## config.mk

```make
export PLATFORM = sky130hd
export DESIGN_NAME = box_box_collision_response_unit_flat
export DESIGN_NICKNAME = d
export VERILOG_FILES = /design/src/bbcr_pkg.sv /design/src/bbcr_req_if.sv /design/src/bbcr_rsp_if.sv /design/src/bbcr_solver.sv /design/src/box_box_collision_response_unit.sv /design/src/flat_wrapper.sv
export SDC_FILE = /design/constraint.sdc
export NUM_CORES = 1
export LEC_CHECK = 0
export BUFFER_PORTS_ARGS = -buffer_cell sky130_fd_sc_hd__buf_2
export CAP_MARGIN = 20
export CORE_MARGIN = 10
export CORE_UTILIZATION = 40
export CTS_CLUSTER_SIZE = 24
export DETAILED_ROUTE_END_ITERATION = 6
export PLACE_DENSITY = 0.59
export SLEW_MARGIN = 20
export SYNTH_ARGS = -nofsm -noshare
export SYNTH_HDL_FRONTEND = slang
export SYNTH_SLANG_ARGS = --single-unit
export TNS_END_PERCENT = 30
```

## constraint.sdc

```tcl
create_clock -name clock -period 11.5 [get_ports clock]
set_clock_uncertainty 0.2 [all_clocks]
set_input_delay 3.45 -clock clock [delete_from_list [all_inputs] [get_ports clock]]
set_output_delay 3.45 -clock clock [all_outputs]
set_load 0.05 [all_outputs]
```

## src/bbcr_pkg.sv

```systemverilog
// Shared types and codes for the box-box collision response unit.
// No dependencies.
package bbcr_pkg;

   typedef enum logic [2:0] {
      DIR_NONE  = 3'd0,
      DIR_UP    = 3'd1,
      DIR_DOWN  = 3'd2,
      DIR_LEFT  = 3'd3,
      DIR_RIGHT = 3'd4
   } dir_type;

   localparam int CORNER_BITS = 2;

endpackage

```

## src/bbcr_req_if.sv

```systemverilog
// Request channel: one pair of boxes per transfer, valid/ready handshake.
// No dependencies.
interface bbcr_req_if #(
   parameter int COORD_BITS = 16
);
   logic                         valid;
   logic                         ready;
   logic signed [COORD_BITS-1:0] first_x;
   logic signed [COORD_BITS-1:0] first_y;
   logic [COORD_BITS-2:0]        first_width;
   logic [COORD_BITS-2:0]        first_height;
   logic signed [COORD_BITS-1:0] second_x;
   logic signed [COORD_BITS-1:0] second_y;
   logic [COORD_BITS-2:0]        second_width;
   logic [COORD_BITS-2:0]        second_height;

   modport source (
      output valid, first_x, first_y, first_width, first_height,
             second_x, second_y, second_width, second_height,
      input  ready
   );
   modport sink (
      input  valid, first_x, first_y, first_width, first_height,
             second_x, second_y, second_width, second_height,
      output ready
   );
endinterface

```

## src/bbcr_rsp_if.sv

```systemverilog
// Response channel: collision result per box pair, valid/ready handshake.
// Depends on bbcr_pkg.
interface bbcr_rsp_if
   import bbcr_pkg::*;
#(
   parameter int COORD_BITS = 16
);
   logic                   valid;
   logic                   ready;
   logic                   hit;
   logic [2:0]             contact_dir;
   logic [CORNER_BITS-1:0] closest_corner;
   logic [COORD_BITS:0]    delta_x;
   logic [COORD_BITS:0]    delta_y;

   modport source (
      output valid, hit, contact_dir, closest_corner, delta_x, delta_y,
      input  ready
   );
   modport sink (
      input  valid, hit, contact_dir, closest_corner, delta_x, delta_y,
      output ready
   );
endinterface

```

## src/bbcr_solver.sv

```systemverilog
// Combinational collision math: overlap test, nearest corner, gaps, direction.
// Depends on bbcr_pkg.
module bbcr_solver
   import bbcr_pkg::*;
#(
   parameter int COORD_BITS = 16
) (
   input  logic signed [COORD_BITS-1:0] ax,
   input  logic signed [COORD_BITS-1:0] ay,
   input  logic [COORD_BITS-2:0]        aw,
   input  logic [COORD_BITS-2:0]        ah,
   input  logic signed [COORD_BITS-1:0] bx,
   input  logic signed [COORD_BITS-1:0] by,
   input  logic [COORD_BITS-2:0]        bw,
   input  logic [COORD_BITS-2:0]        bh,
   output logic                         hit,
   output dir_type                      dir,
   output logic [CORNER_BITS-1:0]       corner,
   output logic [COORD_BITS:0]          delta_x,
   output logic [COORD_BITS:0]          delta_y
);
   // headroom for doubled edges and their differences
   localparam int EW = COORD_BITS + 3;

   logic signed [EW-1:0] ax_e, ay_e, aw_e, ah_e, bx_e, by_e, bw_e, bh_e;
   logic signed [EW-1:0] a_r, a_b, b_r, b_b;
   logic signed [EW-1:0] cx2, cy2;
   logic signed [EW-1:0] dl, dr, dt, db;
   logic signed [EW-1:0] adl, adr, adt, adb;
   logic signed [EW-1:0] c1x, c1y, c2x, c2y, gx, gy, agx, agy;
   logic                 right, bottom;

   always_comb begin
      ax_e = EW'(ax);
      ay_e = EW'(ay);
      bx_e = EW'(bx);
      by_e = EW'(by);
      aw_e = EW'({1'b0, aw});
      ah_e = EW'({1'b0, ah});
      bw_e = EW'({1'b0, bw});
      bh_e = EW'({1'b0, bh});

      a_r = ax_e + aw_e;
      a_b = ay_e + ah_e;
      b_r = bx_e + bw_e;
      b_b = by_e + bh_e;

      hit = (ax_e <= b_r) && (bx_e <= a_r) && (ay_e <= b_b) && (by_e <= a_b);

      // center doubled so halving stays exact
      cx2 = (bx_e <<< 1) + bw_e;
      cy2 = (by_e <<< 1) + bh_e;
      dl  = (ax_e <<< 1) - cx2;
      dr  = (a_r <<< 1) - cx2;
      dt  = (ay_e <<< 1) - cy2;
      db  = (a_b <<< 1) - cy2;
      adl = (dl < 0) ? -dl : dl;
      adr = (dr < 0) ? -dr : dr;
      adt = (dt < 0) ? -dt : dt;
      adb = (db < 0) ? -db : db;

      // ties keep the left column / top row
      right  = adr < adl;
      bottom = adb < adt;

      c1x = right  ? a_r  : ax_e;
      c1y = bottom ? a_b  : ay_e;
      c2x = right  ? bx_e : b_r;
      c2y = bottom ? by_e : b_b;
      gx  = c1x - c2x;
      gy  = c1y - c2y;
      agx = (gx < 0) ? -gx : gx;
      agy = (gy < 0) ? -gy : gy;

      if (!hit) begin
         dir     = DIR_NONE;
         corner  = '0;
         delta_x = '0;
         delta_y = '0;
      end else begin
         if (agx > agy) begin
            dir = bottom ? DIR_DOWN : DIR_UP;
         end else begin
            dir = right ? DIR_RIGHT : DIR_LEFT;
         end
         corner  = {bottom, right};
         delta_x = agx[COORD_BITS:0];
         delta_y = agy[COORD_BITS:0];
      end
   end
endmodule

```

## src/box_box_collision_response_unit.sv

```systemverilog
// Box-box collision response unit, top level.
// An accepted request is held in the input register, then in the result register, which drives the response.
// Throughput: one request per cycle while the response is not held; the solver is a single combinational pass.
// A held response does not stall intake until both registers are full.
// Reset (synchronous, active high) clears both valid flags; payload is not reset.
// Depends on bbcr_pkg, bbcr_req_if, bbcr_rsp_if, bbcr_solver.
module box_box_collision_response_unit
   import bbcr_pkg::*;
#(
   parameter int COORD_BITS = 16
) (
   input  logic        clock,
   input  logic        reset,
   bbcr_req_if.sink    req_chan,
   bbcr_rsp_if.source  rsp_chan
);
   logic                         s1_valid_ff, s1_valid_in;
   logic signed [COORD_BITS-1:0] ax_ff, ay_ff, bx_ff, by_ff;
   logic [COORD_BITS-2:0]        aw_ff, ah_ff, bw_ff, bh_ff;

   logic                         rsp_valid_ff, rsp_valid_in;
   logic                         hit_ff;
   dir_type                      dir_ff;
   logic [CORNER_BITS-1:0]       corner_ff;
   logic [COORD_BITS:0]          dx_ff, dy_ff;

   logic                         hit_w;
   dir_type                      dir_w;
   logic [CORNER_BITS-1:0]       corner_w;
   logic [COORD_BITS:0]          dx_w, dy_w;

   logic out_free, s1_move, req_take;

   assign out_free = !rsp_valid_ff || rsp_chan.ready;
   assign s1_move  = s1_valid_ff && out_free;
   assign req_chan.ready = !s1_valid_ff || out_free;
   assign req_take = req_chan.valid && req_chan.ready;

   assign s1_valid_in  = req_take || (s1_valid_ff && !out_free);
   assign rsp_valid_in = s1_move || (rsp_valid_ff && !rsp_chan.ready);

   bbcr_solver #(
      .COORD_BITS (COORD_BITS)
   ) u_solver (
      .ax      (ax_ff),
      .ay      (ay_ff),
      .aw      (aw_ff),
      .ah      (ah_ff),
      .bx      (bx_ff),
      .by      (by_ff),
      .bw      (bw_ff),
      .bh      (bh_ff),
      .hit     (hit_w),
      .dir     (dir_w),
      .corner  (corner_w),
      .delta_x (dx_w),
      .delta_y (dy_w)
   );

   always_ff @(posedge clock) begin
      if (reset) begin
         s1_valid_ff  <= 1'b0;
         rsp_valid_ff <= 1'b0;
      end else begin
         s1_valid_ff  <= s1_valid_in;
         rsp_valid_ff <= rsp_valid_in;
      end
   end

   always_ff @(posedge clock) begin
      if (req_take) begin
         ax_ff <= req_chan.first_x;
         ay_ff <= req_chan.first_y;
         aw_ff <= req_chan.first_width;
         ah_ff <= req_chan.first_height;
         bx_ff <= req_chan.second_x;
         by_ff <= req_chan.second_y;
         bw_ff <= req_chan.second_width;
         bh_ff <= req_chan.second_height;
      end
      if (s1_move) begin
         hit_ff    <= hit_w;
         dir_ff    <= dir_w;
         corner_ff <= corner_w;
         dx_ff     <= dx_w;
         dy_ff     <= dy_w;
      end
   end

   assign rsp_chan.valid          = rsp_valid_ff;
   assign rsp_chan.hit            = hit_ff;
   assign rsp_chan.contact_dir    = dir_ff;
   assign rsp_chan.closest_corner = corner_ff;
   assign rsp_chan.delta_x        = dx_ff;
   assign rsp_chan.delta_y        = dy_ff;
endmodule
```

## src/flat_wrapper.sv

```systemverilog
// flat-port wrapper written by rule: the top's interface ports become plain ports
module box_box_collision_response_unit_flat import bbcr_pkg::*;
#(
   parameter int COORD_BITS = 16
)
  (clock, reset, req_chan_valid, req_chan_first_x, req_chan_first_y, req_chan_first_width, req_chan_first_height, req_chan_second_x, req_chan_second_y, req_chan_second_width, req_chan_second_height, req_chan_ready, rsp_chan_valid, rsp_chan_hit, rsp_chan_contact_dir, rsp_chan_closest_corner, rsp_chan_delta_x, rsp_chan_delta_y, rsp_chan_ready);
  bbcr_req_if #(.COORD_BITS(COORD_BITS)) req_chan_i ();
  bbcr_rsp_if #(.COORD_BITS(COORD_BITS)) rsp_chan_i ();
  input  logic clock;
  input  logic reset;
  input wire logic [$bits(req_chan_i.valid)-1:0] req_chan_valid;
  input wire logic [$bits(req_chan_i.first_x)-1:0] req_chan_first_x;
  input wire logic [$bits(req_chan_i.first_y)-1:0] req_chan_first_y;
  input wire logic [$bits(req_chan_i.first_width)-1:0] req_chan_first_width;
  input wire logic [$bits(req_chan_i.first_height)-1:0] req_chan_first_height;
  input wire logic [$bits(req_chan_i.second_x)-1:0] req_chan_second_x;
  input wire logic [$bits(req_chan_i.second_y)-1:0] req_chan_second_y;
  input wire logic [$bits(req_chan_i.second_width)-1:0] req_chan_second_width;
  input wire logic [$bits(req_chan_i.second_height)-1:0] req_chan_second_height;
  output wire logic [$bits(req_chan_i.ready)-1:0] req_chan_ready;
  output wire logic [$bits(rsp_chan_i.valid)-1:0] rsp_chan_valid;
  output wire logic [$bits(rsp_chan_i.hit)-1:0] rsp_chan_hit;
  output wire logic [$bits(rsp_chan_i.contact_dir)-1:0] rsp_chan_contact_dir;
  output wire logic [$bits(rsp_chan_i.closest_corner)-1:0] rsp_chan_closest_corner;
  output wire logic [$bits(rsp_chan_i.delta_x)-1:0] rsp_chan_delta_x;
  output wire logic [$bits(rsp_chan_i.delta_y)-1:0] rsp_chan_delta_y;
  input wire logic [$bits(rsp_chan_i.ready)-1:0] rsp_chan_ready;
  assign req_chan_i.valid = req_chan_valid;
  assign req_chan_i.first_x = req_chan_first_x;
  assign req_chan_i.first_y = req_chan_first_y;
  assign req_chan_i.first_width = req_chan_first_width;
  assign req_chan_i.first_height = req_chan_first_height;
  assign req_chan_i.second_x = req_chan_second_x;
  assign req_chan_i.second_y = req_chan_second_y;
  assign req_chan_i.second_width = req_chan_second_width;
  assign req_chan_i.second_height = req_chan_second_height;
  assign req_chan_ready = req_chan_i.ready;
  assign rsp_chan_valid = rsp_chan_i.valid;
  assign rsp_chan_hit = rsp_chan_i.hit;
  assign rsp_chan_contact_dir = rsp_chan_i.contact_dir;
  assign rsp_chan_closest_corner = rsp_chan_i.closest_corner;
  assign rsp_chan_delta_x = rsp_chan_i.delta_x;
  assign rsp_chan_delta_y = rsp_chan_i.delta_y;
  assign rsp_chan_i.ready = rsp_chan_ready;
  box_box_collision_response_unit #(.COORD_BITS(COORD_BITS)) u_core (.clock(clock), .reset(reset), .req_chan(req_chan_i), .rsp_chan(rsp_chan_i));
endmodule
```

Word-level counts from Yosys, hierarchy flattened
Cells that the tools add are included.
Widths: inputs -> output; s select.
{"block": "word_totals", "ff_bits": 166, "word_cells": 74}
{"block": "classes", "n_addsub": 18, "order_cmp": 13, "mux": 13, "n_reduce_logical": 15}
{"operator": "$mux 19", "n": 10}
{"operator": "$lt 19x1->1 const B", "n": 6}
{"operator": "$neg 19->19", "n": 6}
{"operator": "$add 16x16->17", "n": 4}
{"operator": "$le 16x17->1", "n": 4}
{"operator": "$lt 19x19->1", "n": 2}
{"operator": "$sub 17x18->19", "n": 2}
{"operator": "$sub 18x18->19", "n": 2}
{"operator": "$sub 19x19->19", "n": 2}
{"operator": "$add 17x16->18", "n": 2}
{"operator": "$gt 19x19->1", "n": 1}
{"operator": "$logic_and 1x1->1", "n": 7}
{"operator": "$mux 3", "n": 2}
{"operator": "$logic_not 1->1", "n": 4}
{"operator": "$logic_or 1x1->1", "n": 4}
{"operator": "$mux 2", "n": 1}

Logic depth before layout (Yosys ltp)
Gate-level depths: netlist of the first run.
{"block": "logic_depth", "depth_word": 11, "mapped_depth": 62, "depth_no_buf": 59}

By module
From an unflattened synthesis of the first run, not the netlist that was laid out.
{"block": "unflattened", "hier_cells": 2265, "hier_area_um2": 20055.5}
{"mod": "bbcr_solver", "instances": 1, "cells_per_inst": 2091, "area_each_um2": 15026.9, "seq_area_each_um2": 0.0}
{"mod": "box_box_collision_response_unit", "instances": 1, "cells_per_inst": 174, "area_each_um2": 5028.6, "seq_area_each_um2": 4964.8}

Worst setup path after synthesis of the first run
Ideal clock, no wire load.
{"block": "synth_timing", "kind": "flip-flop to flip-flop", "from": "register u_core.by_ff[1]", "to": "register u_core.dir_ff[0], in the netlist u_core.rsp_chan.contact_dir[0], data pin", "setup_ns": 0.146, "arrival_ns": 10.995, "t_required_ns": 11.154, "setup_slack_ns": 0.159, "stages_incl_launch_ff": 61, "n_path_buf": 4, "path_cell_list": "edfxtp_1 -> ha_1 -> a211oi_1 -> o21bai_1 -> a21oi_1 -> o21ai_0 -> a21oi_1 -> xor2_1 -> ha_1 -> o21ai_0 -> nand2b_1 -> nand3_1 -> a31oi_1 -> o221a_2 -> o31ai_1 -> a21oi_1 -> a41oi_1 -> a31oi_1 -> (+25 left out) -> a31oi_1 -> o21bai_1 -> o21a_1 -> clkbuf_1 -> mux2i_1 -> ha_1 -> nor2b_1 -> o21a_1 -> o21a_1 -> o21a_1 -> o21ai_0 -> nand2b_1 -> a21oi_1 -> o21a_1 -> o21a_1 -> o21a_1 -> or3b_2 -> a21oi_1"}
{"block": "synth_between", "elab_chain_len": 11}
{"item": "start: declaration", "line_no": "box_box_collision_response_unit.sv:18", "rtl": "logic signed [COORD_BITS-1:0] ax_ff, ay_ff, bx_ff, by_ff;"}
{"item": "start signal: assignment", "line_no": "box_box_collision_response_unit.sv:77", "rtl": "by_ff <= req_chan.second_y;"}
{"item": "$add 17x16->18", "line_no": "bbcr_solver.sv:52", "rtl": "cy2 = (by_e <<< 1) + bh_e;"}
{"item": "$sub 18x18->19 or $sub 17x18->19 (tied branches)", "line_no": "bbcr_solver.sv:56, bbcr_solver.sv:55"}
{"item": "$neg 19->19, or another cell as far along", "line_no": "bbcr_solver.sv:60", "rtl": "adb = (db < 0) ? -db : db;"}
{"item": "$mux 19, on equally long branches", "line_no": "bbcr_solver.sv:60, bbcr_solver.sv:59"}
{"item": "$lt 19x19->1", "line_no": "bbcr_solver.sv:64", "rtl": "bottom = adb < adt;"}
{"item": "$mux 19, on equally long branches", "line_no": "bbcr_solver.sv:67, bbcr_solver.sv:69"}
{"item": "$sub 19x19->19", "line_no": "bbcr_solver.sv:71", "rtl": "gy = c1y - c2y;"}
{"item": "$neg 19->19 or $lt 19x1->1 (tied branches)", "line_no": "bbcr_solver.sv:73", "rtl": "agy = (gy < 0) ? -gy : gy;"}
{"item": "$mux 19", "line_no": "bbcr_solver.sv:73"}
{"item": "$gt 19x19->1", "line_no": "bbcr_solver.sv:81", "rtl": "if (agx > agy) begin"}
{"item": "$mux 3", "line_no": "bbcr_solver.sv:81"}
{"item": "end signal: assignment", "line_no": "box_box_collision_response_unit.sv:83", "rtl": "dir_ff <= dir_w;"}
{"item": "end: declaration", "line_no": "box_box_collision_response_unit.sv:23", "rtl": "dir_type dir_ff;"}
Parallel ways exist; a longest one is shown, timed or not.
A chain may end at the register's enable or synchronous reset.

Worst setup path after layout of the first run
{"block": "layout_timing", "from": "register u_core.bx_ff[1]", "to": "register u_core.dir_ff[0], in the netlist u_core.rsp_chan.contact_dir[0], data pin"}
{"block": "layout_between", "elab_chain_len": 11}
{"item": "start: declaration", "line_no": "box_box_collision_response_unit.sv:18"}
{"item": "start signal: assignment", "line_no": "box_box_collision_response_unit.sv:76", "rtl": "bx_ff <= req_chan.second_x;"}
{"item": "$add 17x16->18", "line_no": "bbcr_solver.sv:51", "rtl": "cx2 = (bx_e <<< 1) + bw_e;"}
{"item": "$sub 18x18->19 or $sub 17x18->19 (tied branches)", "line_no": "bbcr_solver.sv:54, bbcr_solver.sv:53"}
{"item": "$neg 19->19, or another cell as far along", "line_no": "bbcr_solver.sv:58", "rtl": "adr = (dr < 0) ? -dr : dr;"}
{"item": "$mux 19, on equally long branches", "line_no": "bbcr_solver.sv:58, bbcr_solver.sv:57"}
{"item": "$lt 19x19->1", "line_no": "bbcr_solver.sv:63", "rtl": "right = adr < adl;"}
{"item": "$mux 19, on equally long branches", "line_no": "bbcr_solver.sv:66, bbcr_solver.sv:68"}
{"item": "$sub 19x19->19", "line_no": "bbcr_solver.sv:70", "rtl": "gx = c1x - c2x;"}
{"item": "$neg 19->19 or $lt 19x1->1 (tied branches)", "line_no": "bbcr_solver.sv:72", "rtl": "agx = (gx < 0) ? -gx : gx;"}
{"item": "$mux 19", "line_no": "bbcr_solver.sv:72"}
{"item": "$gt 19x19->1", "line_no": "bbcr_solver.sv:81"}
{"item": "$mux 3", "line_no": "bbcr_solver.sv:81"}
Parallel ways exist; a longest one is shown, timed or not.

==> results of run 1 <==
## per-stage QoR
stage	instance area [um2]	hold slack, ps
after floorplan	20000	278
after global placement	23500	297
after detailed placement	23500	304
after CTS	24100	321
after global routing	25100	337
final	25100	317
## logic make-up after synthesis
kind of cell / synth area share (%)
flip-flops: 24.8
AND/OR/NAND/NOR: 17.2
adder cells (fa/ha/maj): 19.9
multiplexers: 1.19
XOR/XNOR: 11.3
other: 0.0375
AO/OA/AOI/OAI: 22.4
buffers and inverters: 3.18
## layer usage
layer | up-vias | wire [um] | track usage (%)
met4 | 0 | 1530 | 6.85
met1 | 8794 | 29700 | 26.9
met2 | 393 | 29600 | 34.0
met3 | 74 | 2670 | 3.17
met5 | - | 0 | 0
li1 | 9231 | - | -
## worst paths after layout
kind | to | from | slack, ps
worst max register to register | u_core.rsp_chan.contact_dir[0]$_SDFFCE_PN0P_ | u_core.bx_ff[1]$_DFFE_PP_ | 250
worst max-delay path | u_core.rsp_chan.contact_dir[0]$_SDFFCE_PN0P_ | u_core.bx_ff[1]$_DFFE_PP_ | 250
worst min register to register | u_core.rsp_chan.valid$_SDFF_PP0_ | u_core.s1_valid_ff$_SDFF_PP0_ | 320
worst min-delay path | u_core.rsp_chan.valid$_SDFF_PP0_ | u_core.s1_valid_ff$_SDFF_PP0_ | 320
## area by class of cell
cell class                 instances  area [um2]  share of cell area [%]
multi-input combinational       1933       15200                    60.5
sequential                       166        4960                    19.8
timing repair buffer             453        3060                    12.2
tap                              664         831                    3.31
inverter                         130         488                    1.94
clock buffer                      17         425                    1.70
clock inverter                    15         151                   0.603
## critical path, delay by kind of cell, from the launching register on
family	cells	cell delay [ps]
flops	1	410
simple gates	10	2510
fa+ha+maj	8	2430
compound gates	16	3340
buf+inv	8	1190
xor+xnor	3	520
mux	1	370
## repair_timing
| item | in CTS | in global routing |
|---|---|---|
| gates resized for setup | 16 | 158 |
| hold buffers | 0 | 0 |
| cloned | 1 | 1 |
| endpoints found under the setup margin | 3 | 3 |
| buffers inserted | 3 | 29 |
| pin swaps | 5 | 80 |
## cells in the mapped netlist, drive strengths merged (13+ instances only)
library cell / n / area [um2]
xnor2: 173 / 1530
nor2: 184 / 691
xor2: 80 / 708
and2: 25 / 156
o21a: 73 / 548
o21ai: 153 / 766
nor2b: 66 / 413
a21oi: 136 / 684
nor3: 54 / 290
o21bai: 20 / 150
o31a: 14 / 123
maj3: 13 / 134
ha: 289 / 3620
or2: 25 / 156
a211oi: 27 / 225
o211ai: 14 / 105
o31ai: 24 / 190
nand3: 35 / 175
a21o: 64 / 480
nand4: 25 / 156
clkbuf: 24 / 90.1
nand2b: 48 / 300
inv: 130 / 488
edfxtp: 164 / 4920
mux2: 14 / 158
a31oi: 32 / 206
nand2: 144 / 541
## placed cells by master (no fill, tap or decap), types with 48 or more instances in the layout
cell                       netlist  layout
sky130_fd_sc_hd__a21o_1         64      64
sky130_fd_sc_hd__a21oi_1       135     119
sky130_fd_sc_hd__buf_2           8     169
sky130_fd_sc_hd__buf_4           0     274
sky130_fd_sc_hd__edfxtp_1      164     164
sky130_fd_sc_hd__ha_1          289     283
sky130_fd_sc_hd__inv_1         130     130
sky130_fd_sc_hd__nand2_1       144     143
sky130_fd_sc_hd__nand2b_1       48      48
sky130_fd_sc_hd__nor2_1        184     180
sky130_fd_sc_hd__nor2b_1        66      59
sky130_fd_sc_hd__nor3_1         50      49
sky130_fd_sc_hd__o21a_1         73      72
sky130_fd_sc_hd__o21ai_0       148     123
sky130_fd_sc_hd__xnor2_1       171     164
sky130_fd_sc_hd__xor2_1         79      72
## sequential cells by signal, summed over array words and instances (netlist names)
| name | count |
|---|---|
| u_core.s1_valid_ff | 1 |
| u_core.bw_ff | 15 |
| u_core.ax_ff | 16 |
| u_core.rsp_chan.delta_x | 17 |
| u_core.ah_ff | 15 |
| u_core.bh_ff | 15 |
| u_core.aw_ff | 15 |
| u_core.by_ff | 16 |
| u_core.rsp_chan.hit | 1 |
| u_core.rsp_chan.contact_dir | 3 |
| u_core.ay_ff | 16 |
| u_core.rsp_chan.valid | 1 |
| u_core.bx_ff | 16 |
| u_core.rsp_chan.closest_corner | 2 |
| u_core.rsp_chan.delta_y | 17 |
==> metrics.log, run 1 <==
INFO  metric detail_route.drc_violations = 0
INFO  metric hold_violations = 0
INFO  metric criticalPathCategory = flip-flop to flip-flop
INFO  metric clock.fmax = 88.9 MHz
INFO  metric detail_route.iter0.violations = 1187
INFO  metric start_util = between 40% and 50%
INFO  metric postLayoutCoreUtil = around half
INFO  metric num-fill-cells = 4645
INFO  metric crit_path_max_fanout = 18
INFO  metric number_of_antenna_violations_at_the_first_check_in_global_routing = 0
INFO  metric netlist-cell-type-count = 101
INFO  metric grt_setup_unrepaired = true
INFO  metric overflow_left_after_global_routing = 0
INFO  metric clock_insertion_delay_worst_skew = 480 ps
INFO  metric cp.required = 11530 ps
INFO  metric cts.reportedPaths.clkPinSlew = approximately 70 ps
INFO  metric cts-htree-levels = 4
INFO  metric timing.final.setup_violations = 0
INFO  metric numCtsBuffers = 17
INFO  metric final_antenna_net_count = 0
INFO  metric postSynthNetCount = 2691
INFO  metric fin_nets = ~3100
INFO  metric netlist_instances = 2262
INFO  metric die_width = about 240 um
INFO  metric global_route_usage_sum = 20.6%
INFO  metric die_height = 244 um
INFO  metric detail_route.vias_per_cell = 5.47
INFO  metric postSynthAreaPerCell = 8.85 um2
INFO  metric timing.max_cap.violations = 0
INFO  metric ys_seq_elements = 166
INFO  metric drv_slew = 0
INFO  metric numClockSinks = roughly 170
INFO  metric dr_total_vias = 18500
INFO  metric reg2reg_depth = 46
INFO  metric synth-async-reset-ratio = 0%
INFO  metric area_growth_syn_to_layout = 25.3%
INFO  metric tightestPinTransition = between 800 and 900 ps
INFO  metric postSynth.topFlopCell = sky130_fd_sc_hd__edfxtp_1
INFO  metric cpMostUsedCell = sky130_fd_sc_hd__buf_4
INFO  metric clock-root-buffer = sky130_fd_sc_hd__clkbuf_16
INFO  metric max-clock-path-buffers = 2
INFO  metric syn_area = 20000 um2
INFO  metric cts_tree = yes
INFO  metric grt_first_pass_wirelength = 97.5 mm
INFO  metric place.gp.congestion = approximately 0.93
INFO  metric routed_wire_per_std_cell = 18.8 um
INFO  metric critical_path_arrival = 11270 ps
INFO  metric place.detailed.instances = 3311
INFO  metric grt_start_max_net_pins = 64
INFO  metric std_cell_rows = 81
INFO  metric pre_cts_ws = -599 ps
INFO  metric slowest_delay = 540 ps
INFO  metric fin_setup_tns = 0 ps
INFO  metric first_global_vias = about 18000
INFO  metric synth_edf_count = 164
INFO  metric endpoint_kind = flip-flop
INFO  metric share_of_final_layout_standard_cells_stronger_than_drive_strength_1 = 24.9%
INFO  metric final.period_utilization = 97.8%
INFO  metric place.port_buffers = 169
INFO  metric worst_path_max_delay_cell = sky130_fd_sc_hd__or4b_4
INFO  metric status = complete, no violations
INFO  metric hold_path_class = flip-flop to flip-flop
INFO  metric ios = 170
INFO  metric final_min_period = roughly 11000 ps
INFO  metric floorplan.core_area = 49300 um2
INFO  metric detail_route.wirelength = 63.5 mm
INFO  metric fin_ws = roughly 250 ps
INFO  metric setup.worst_path.start_class = flip-flop
INFO  metric seq_area_frac_synth = between 20% and 30%
INFO  metric detailed_place_hpwl = around 53 mm
INFO  metric slew_headroom = 40.6%
INFO  metric layoutNonFillerInstCount = between 3000 and 4000
INFO  metric timing.hold.worst_path_depth = 2
INFO  metric first_pass_iters = 5
INFO  metric antenna_cells_inserted = 0
INFO  metric die_area = 59400 um2
INFO  metric synth_warnings = 0
Power of run 1 is left out: the tool's default activity adds up to more than one toggle a clock period on the data nets, which glitch-free logic cannot reach.
==> run 2: changes to the inputs <==
--- a/config.mk
+++ b/config.mk
@@ -5,12 +5,14 @@
 export SDC_FILE = /design/constraint.sdc
 export NUM_CORES = 1
 export LEC_CHECK = 0
+export ABC_AREA = 1
 export BUFFER_PORTS_ARGS = -buffer_cell sky130_fd_sc_hd__buf_2
 export CAP_MARGIN = 20
 export CORE_MARGIN = 10
 export CORE_UTILIZATION = 40
 export CTS_CLUSTER_SIZE = 24
 export DETAILED_ROUTE_END_ITERATION = 6
+export MAX_ROUTING_LAYER = met4
 export PLACE_DENSITY = 0.59
 export SLEW_MARGIN = 20
 export SYNTH_ARGS = -nofsm -noshare
==> metrics.log, run 2 <==
INFO  metric status = complete, no violations
INFO  metric start_util = ~40%
INFO  metric clock-root-buffer = sky130_fd_sc_hd__clkbuf_16
INFO  metric place.port_buffers = between 150 and 200
INFO  metric cp.buffers_inverters = 10
INFO  metric worst_path_max_delay_cell = sky130_fd_sc_hd__edfxtp_1
INFO  metric slew_headroom = 34.5%
INFO  metric synth_edf_count = 164
INFO  metric numClockSinks = 166
INFO  metric critical_path_start = u_core.ax_ff[0]$_DFFE_PP_
INFO  metric place.gp.congestion = 0.971
INFO  metric number_of_antenna_violations_at_the_first_check_in_global_routing = 1
INFO  metric reg2reg_depth = 66
INFO  metric final_antenna_net_count = 0
INFO  metric first_global_vias = 20300
INFO  metric crit_path_to = u_core.rsp_chan.contact_dir[1]$_SDFFCE_PN0P_
INFO  metric clock_insertion_delay_worst_skew = around 500 ps
INFO  metric floorplan.core_area = about 55000 um2
INFO  metric die_height = between 200 and 300 um
INFO  metric cts_hold_buf = 0
INFO  metric cp.required = 11510 ps
INFO  metric drv_slew = 0
INFO  metric grt_setup_unrepaired = false
INFO  metric first_pass_iters = 7
INFO  metric slowest_delay = 450 ps
INFO  metric critical_path_arrival = 10350 ps
INFO  metric netlist-cell-type-count = 63
INFO  metric detail_route.vias_per_cell = roughly 5.0
INFO  metric top_signal_layer_used = met4
INFO  metric hold_violations = 0
INFO  metric area_growth_syn_to_layout = 10.4%
INFO  metric share_of_final_layout_standard_cells_stronger_than_drive_strength_1 = 9.89%
INFO  metric rr_startpoint = u_core.ax_ff[0]$_DFFE_PP_
INFO  metric postLayoutCoreUtil = 44.6%
INFO  metric final_min_period = 10340 ps
INFO  metric netlist_top_cells_area = sky130_fd_sc_hd__edfxtp_1, sky130_fd_sc_hd__nand2_1, sky130_fd_sc_hd__ha_1
INFO  metric detail_route.wirelength = 68.5 mm
INFO  metric ys_seq_elements = 166
INFO  metric num-fill-cells = 5828
INFO  metric seq_area_frac_synth = 22.4%
INFO  metric max-clock-path-buffers = 2
INFO  metric final.period_utilization = 89.9%
INFO  metric grt_first_pass_wirelength = 108 mm
INFO  metric postSynthAreaPerCell = a little under 7 um2
INFO  metric dr_total_vias = 21200
INFO  metric fin_ws = roughly 1200 ps
INFO  metric synth_top_cell_by_area = sky130_fd_sc_hd__edfxtp_1
INFO  metric r2r_end = u_core.rsp_chan.contact_dir[1]$_SDFFCE_PN0P_
INFO  metric die_width = about 260 um
INFO  metric fin_setup_tns = 0 ps
INFO  metric postSynth.topFlopCell = sky130_fd_sc_hd__edfxtp_1
INFO  metric dr_wl_met2 = 33.9 mm
INFO  metric hold_path_class = flip-flop to flip-flop
INFO  metric fin_nets = 3894
INFO  metric std_cell_rows = between 80 and 90
INFO  metric global_route_usage_sum = a little over a fifth
INFO  metric cts.reportedPaths.clkPinSlew = about 70 ps
INFO  metric timing.critical_path.max_delay_family = simple AND/OR/NAND/NOR gates
INFO  metric timing.max_cap.violations = 0
INFO  metric crit_path_max_fanout = 33
INFO  metric syn_area = 22200 um2
INFO  metric layoutNonFillerInstCount = 4226
INFO  metric ranking_of_synthesized_cells_by_instance_count = sky130_fd_sc_hd__nand2_1, sky130_fd_sc_hd__inv_1, sky130_fd_sc_hd__ha_1, sky130_fd_sc_hd__nor2_1, sky130_fd_sc_hd__nand3_1
INFO  metric mostFrequentLayoutCell = sky130_fd_sc_hd__nand2_1
INFO  metric die_area = 65300 um2
INFO  metric criticalPathCategory = flip-flop to flip-flop
INFO  metric routed_wire_per_std_cell = 16.2 um
INFO  metric wl_met1 = roughly 30 mm
INFO  metric endpoint_kind = flip-flop
INFO  metric synth_warnings = 0
INFO  metric post-synth-top-area-fraction = 22.2%
INFO  metric cpMostUsedCell = sky130_fd_sc_hd__nand2_1
INFO  metric cts_tree = yes
INFO  metric numCtsBuffers = 17
INFO  metric detailed_place_hpwl = 58.6 mm
INFO  metric hold_path_startpoint = u_core.s1_valid_ff$_SDFF_PP0_
INFO  metric place.detailed.instances = roughly 4200
INFO  metric netlist_instances = 3291
INFO  metric pre_cts_ws = 662 ps
INFO  metric cts-htree-levels = 4
INFO  metric layout_common_cells = sky130_fd_sc_hd__nand2_1, sky130_fd_sc_hd__inv_1, sky130_fd_sc_hd__ha_1
INFO  metric tightestPinTransition = 983 ps
INFO  metric overflow_left_after_global_routing = 0
INFO  metric detail_route.iter0.violations = 1338
INFO  metric slack_of_the_worst_reg_to_reg_path = 1160 ps
INFO  metric worstSetupPathDepth = 66
INFO  metric detail_route.drc_violations = 0
INFO  metric timing.final.setup_violations = 0
INFO  metric synth-async-reset-ratio = 0%
INFO  metric total_length_of_routed_met3_wires = 2.27 mm
INFO  metric antenna_cells_inserted = 0
INFO  metric postSynthNetCount = ~3700
INFO  metric ios = 170
INFO  metric grt_start_max_net_pins = 73
INFO  metric clock.fmax = 96.8 MHz
INFO  metric setup.worst_path.start_class = flip-flop
INFO  metric yosysMostFrequentCell = sky130_fd_sc_hd__nand2_1
[run 2: cell count changes in the layout (fill, tap and decap cells not counted), sizes merged, moves of 42 or more]
cell / before / now
a21o: 64 / 8
nor2b: 66 / 1
inv: 135 / 472
nand3: 35 / 245
xnor2: 173 / 61
o21a: 73 / 8
nor2: 184 / 276
nand2b: 48 / 0
nand2: 144 / 1060
buf: 453 / 179
xor2: 80 / 124
nand4: 25 / 67
[run 2: worst min path at each step]
stage	cells past startpoint	slack (ps)	end
2_1_floorplan	2	240	u_core.rsp_chan.valid$_SDFF_PP0_
3_3_place_gp	2	320	u_core.rsp_chan.valid$_SDFF_PP0_
3_5_place_dp	2	320	u_core.s1_valid_ff$_SDFF_PP0_
4_1_cts	2	330	u_core.s1_valid_ff$_SDFF_PP0_
5_1_grt	2	370	u_core.rsp_chan.valid$_SDFF_PP0_
6_report	2	330	u_core.s1_valid_ff$_SDFF_PP0_
[run 2: what timing repair did]
| action | CTS | global route |
|---|---|---|
| resized for setup | 0 | 8 |
| setup buffers | 0 | 4 |
| setup endpoints to repair | 0 | 3 |
[run 2: layer usage]
| metal | vias up | track usage [%] |
|---|---|---|
| met5 | - | - |
| met4 | 0 | 7.36 |
| met3 | 105 | 2.65 |
| met2 | 453 | 37.0 |
| met1 | 9451 | 25.0 |
| li1 | 11200 | - |
[run 2: cells by family (layout without fill, tap and decap cells)]
logic type	after synthesis	count (layout)	synth area share, %
other	2	2	0.0338
adders and majority gates	301	301	17.4
buffers and inverters	496	683	8.71
xor gates and xnor gates	185	185	7.55
and+or+nand+nor	1739	1739	33.7
muxes	1	1	0.0451
DFF	166	166	22.4
AOI/OAI and AO/OA	401	401	10.3
[run 2: area by class of cell]
| type | instances | area (um2) | area share [%] |
|---|---|---|---|
| multi-input combinational | 2629 | 15300 | 62.6 |
| sequential | 166 | 4960 | 20.3 |
| inverter | 472 | 1790 | 7.29 |
| tap | 748 | 936 | 3.82 |
| timing repair buffer | 179 | 921 | 3.76 |
| clock buffer | 21 | 440 | 1.80 |
| clock inverter | 11 | 125 | 0.511 |
[run 2: metrics by stage]
stage,area [um2],hold WS [ps]
floorplan,22200,245
global placement,23900,320
detailed placement,23900,321
CTS,24500,330
global route,24500,367
finish,24500,325
[run 2: tightest hold or removal path: cells and delay by family (launching register included)]
kind	cells	cell delay [ps]
flops	1	310
simple gates	1	110
compound gates	1	70
Power of run 2 is left out for the same reason.
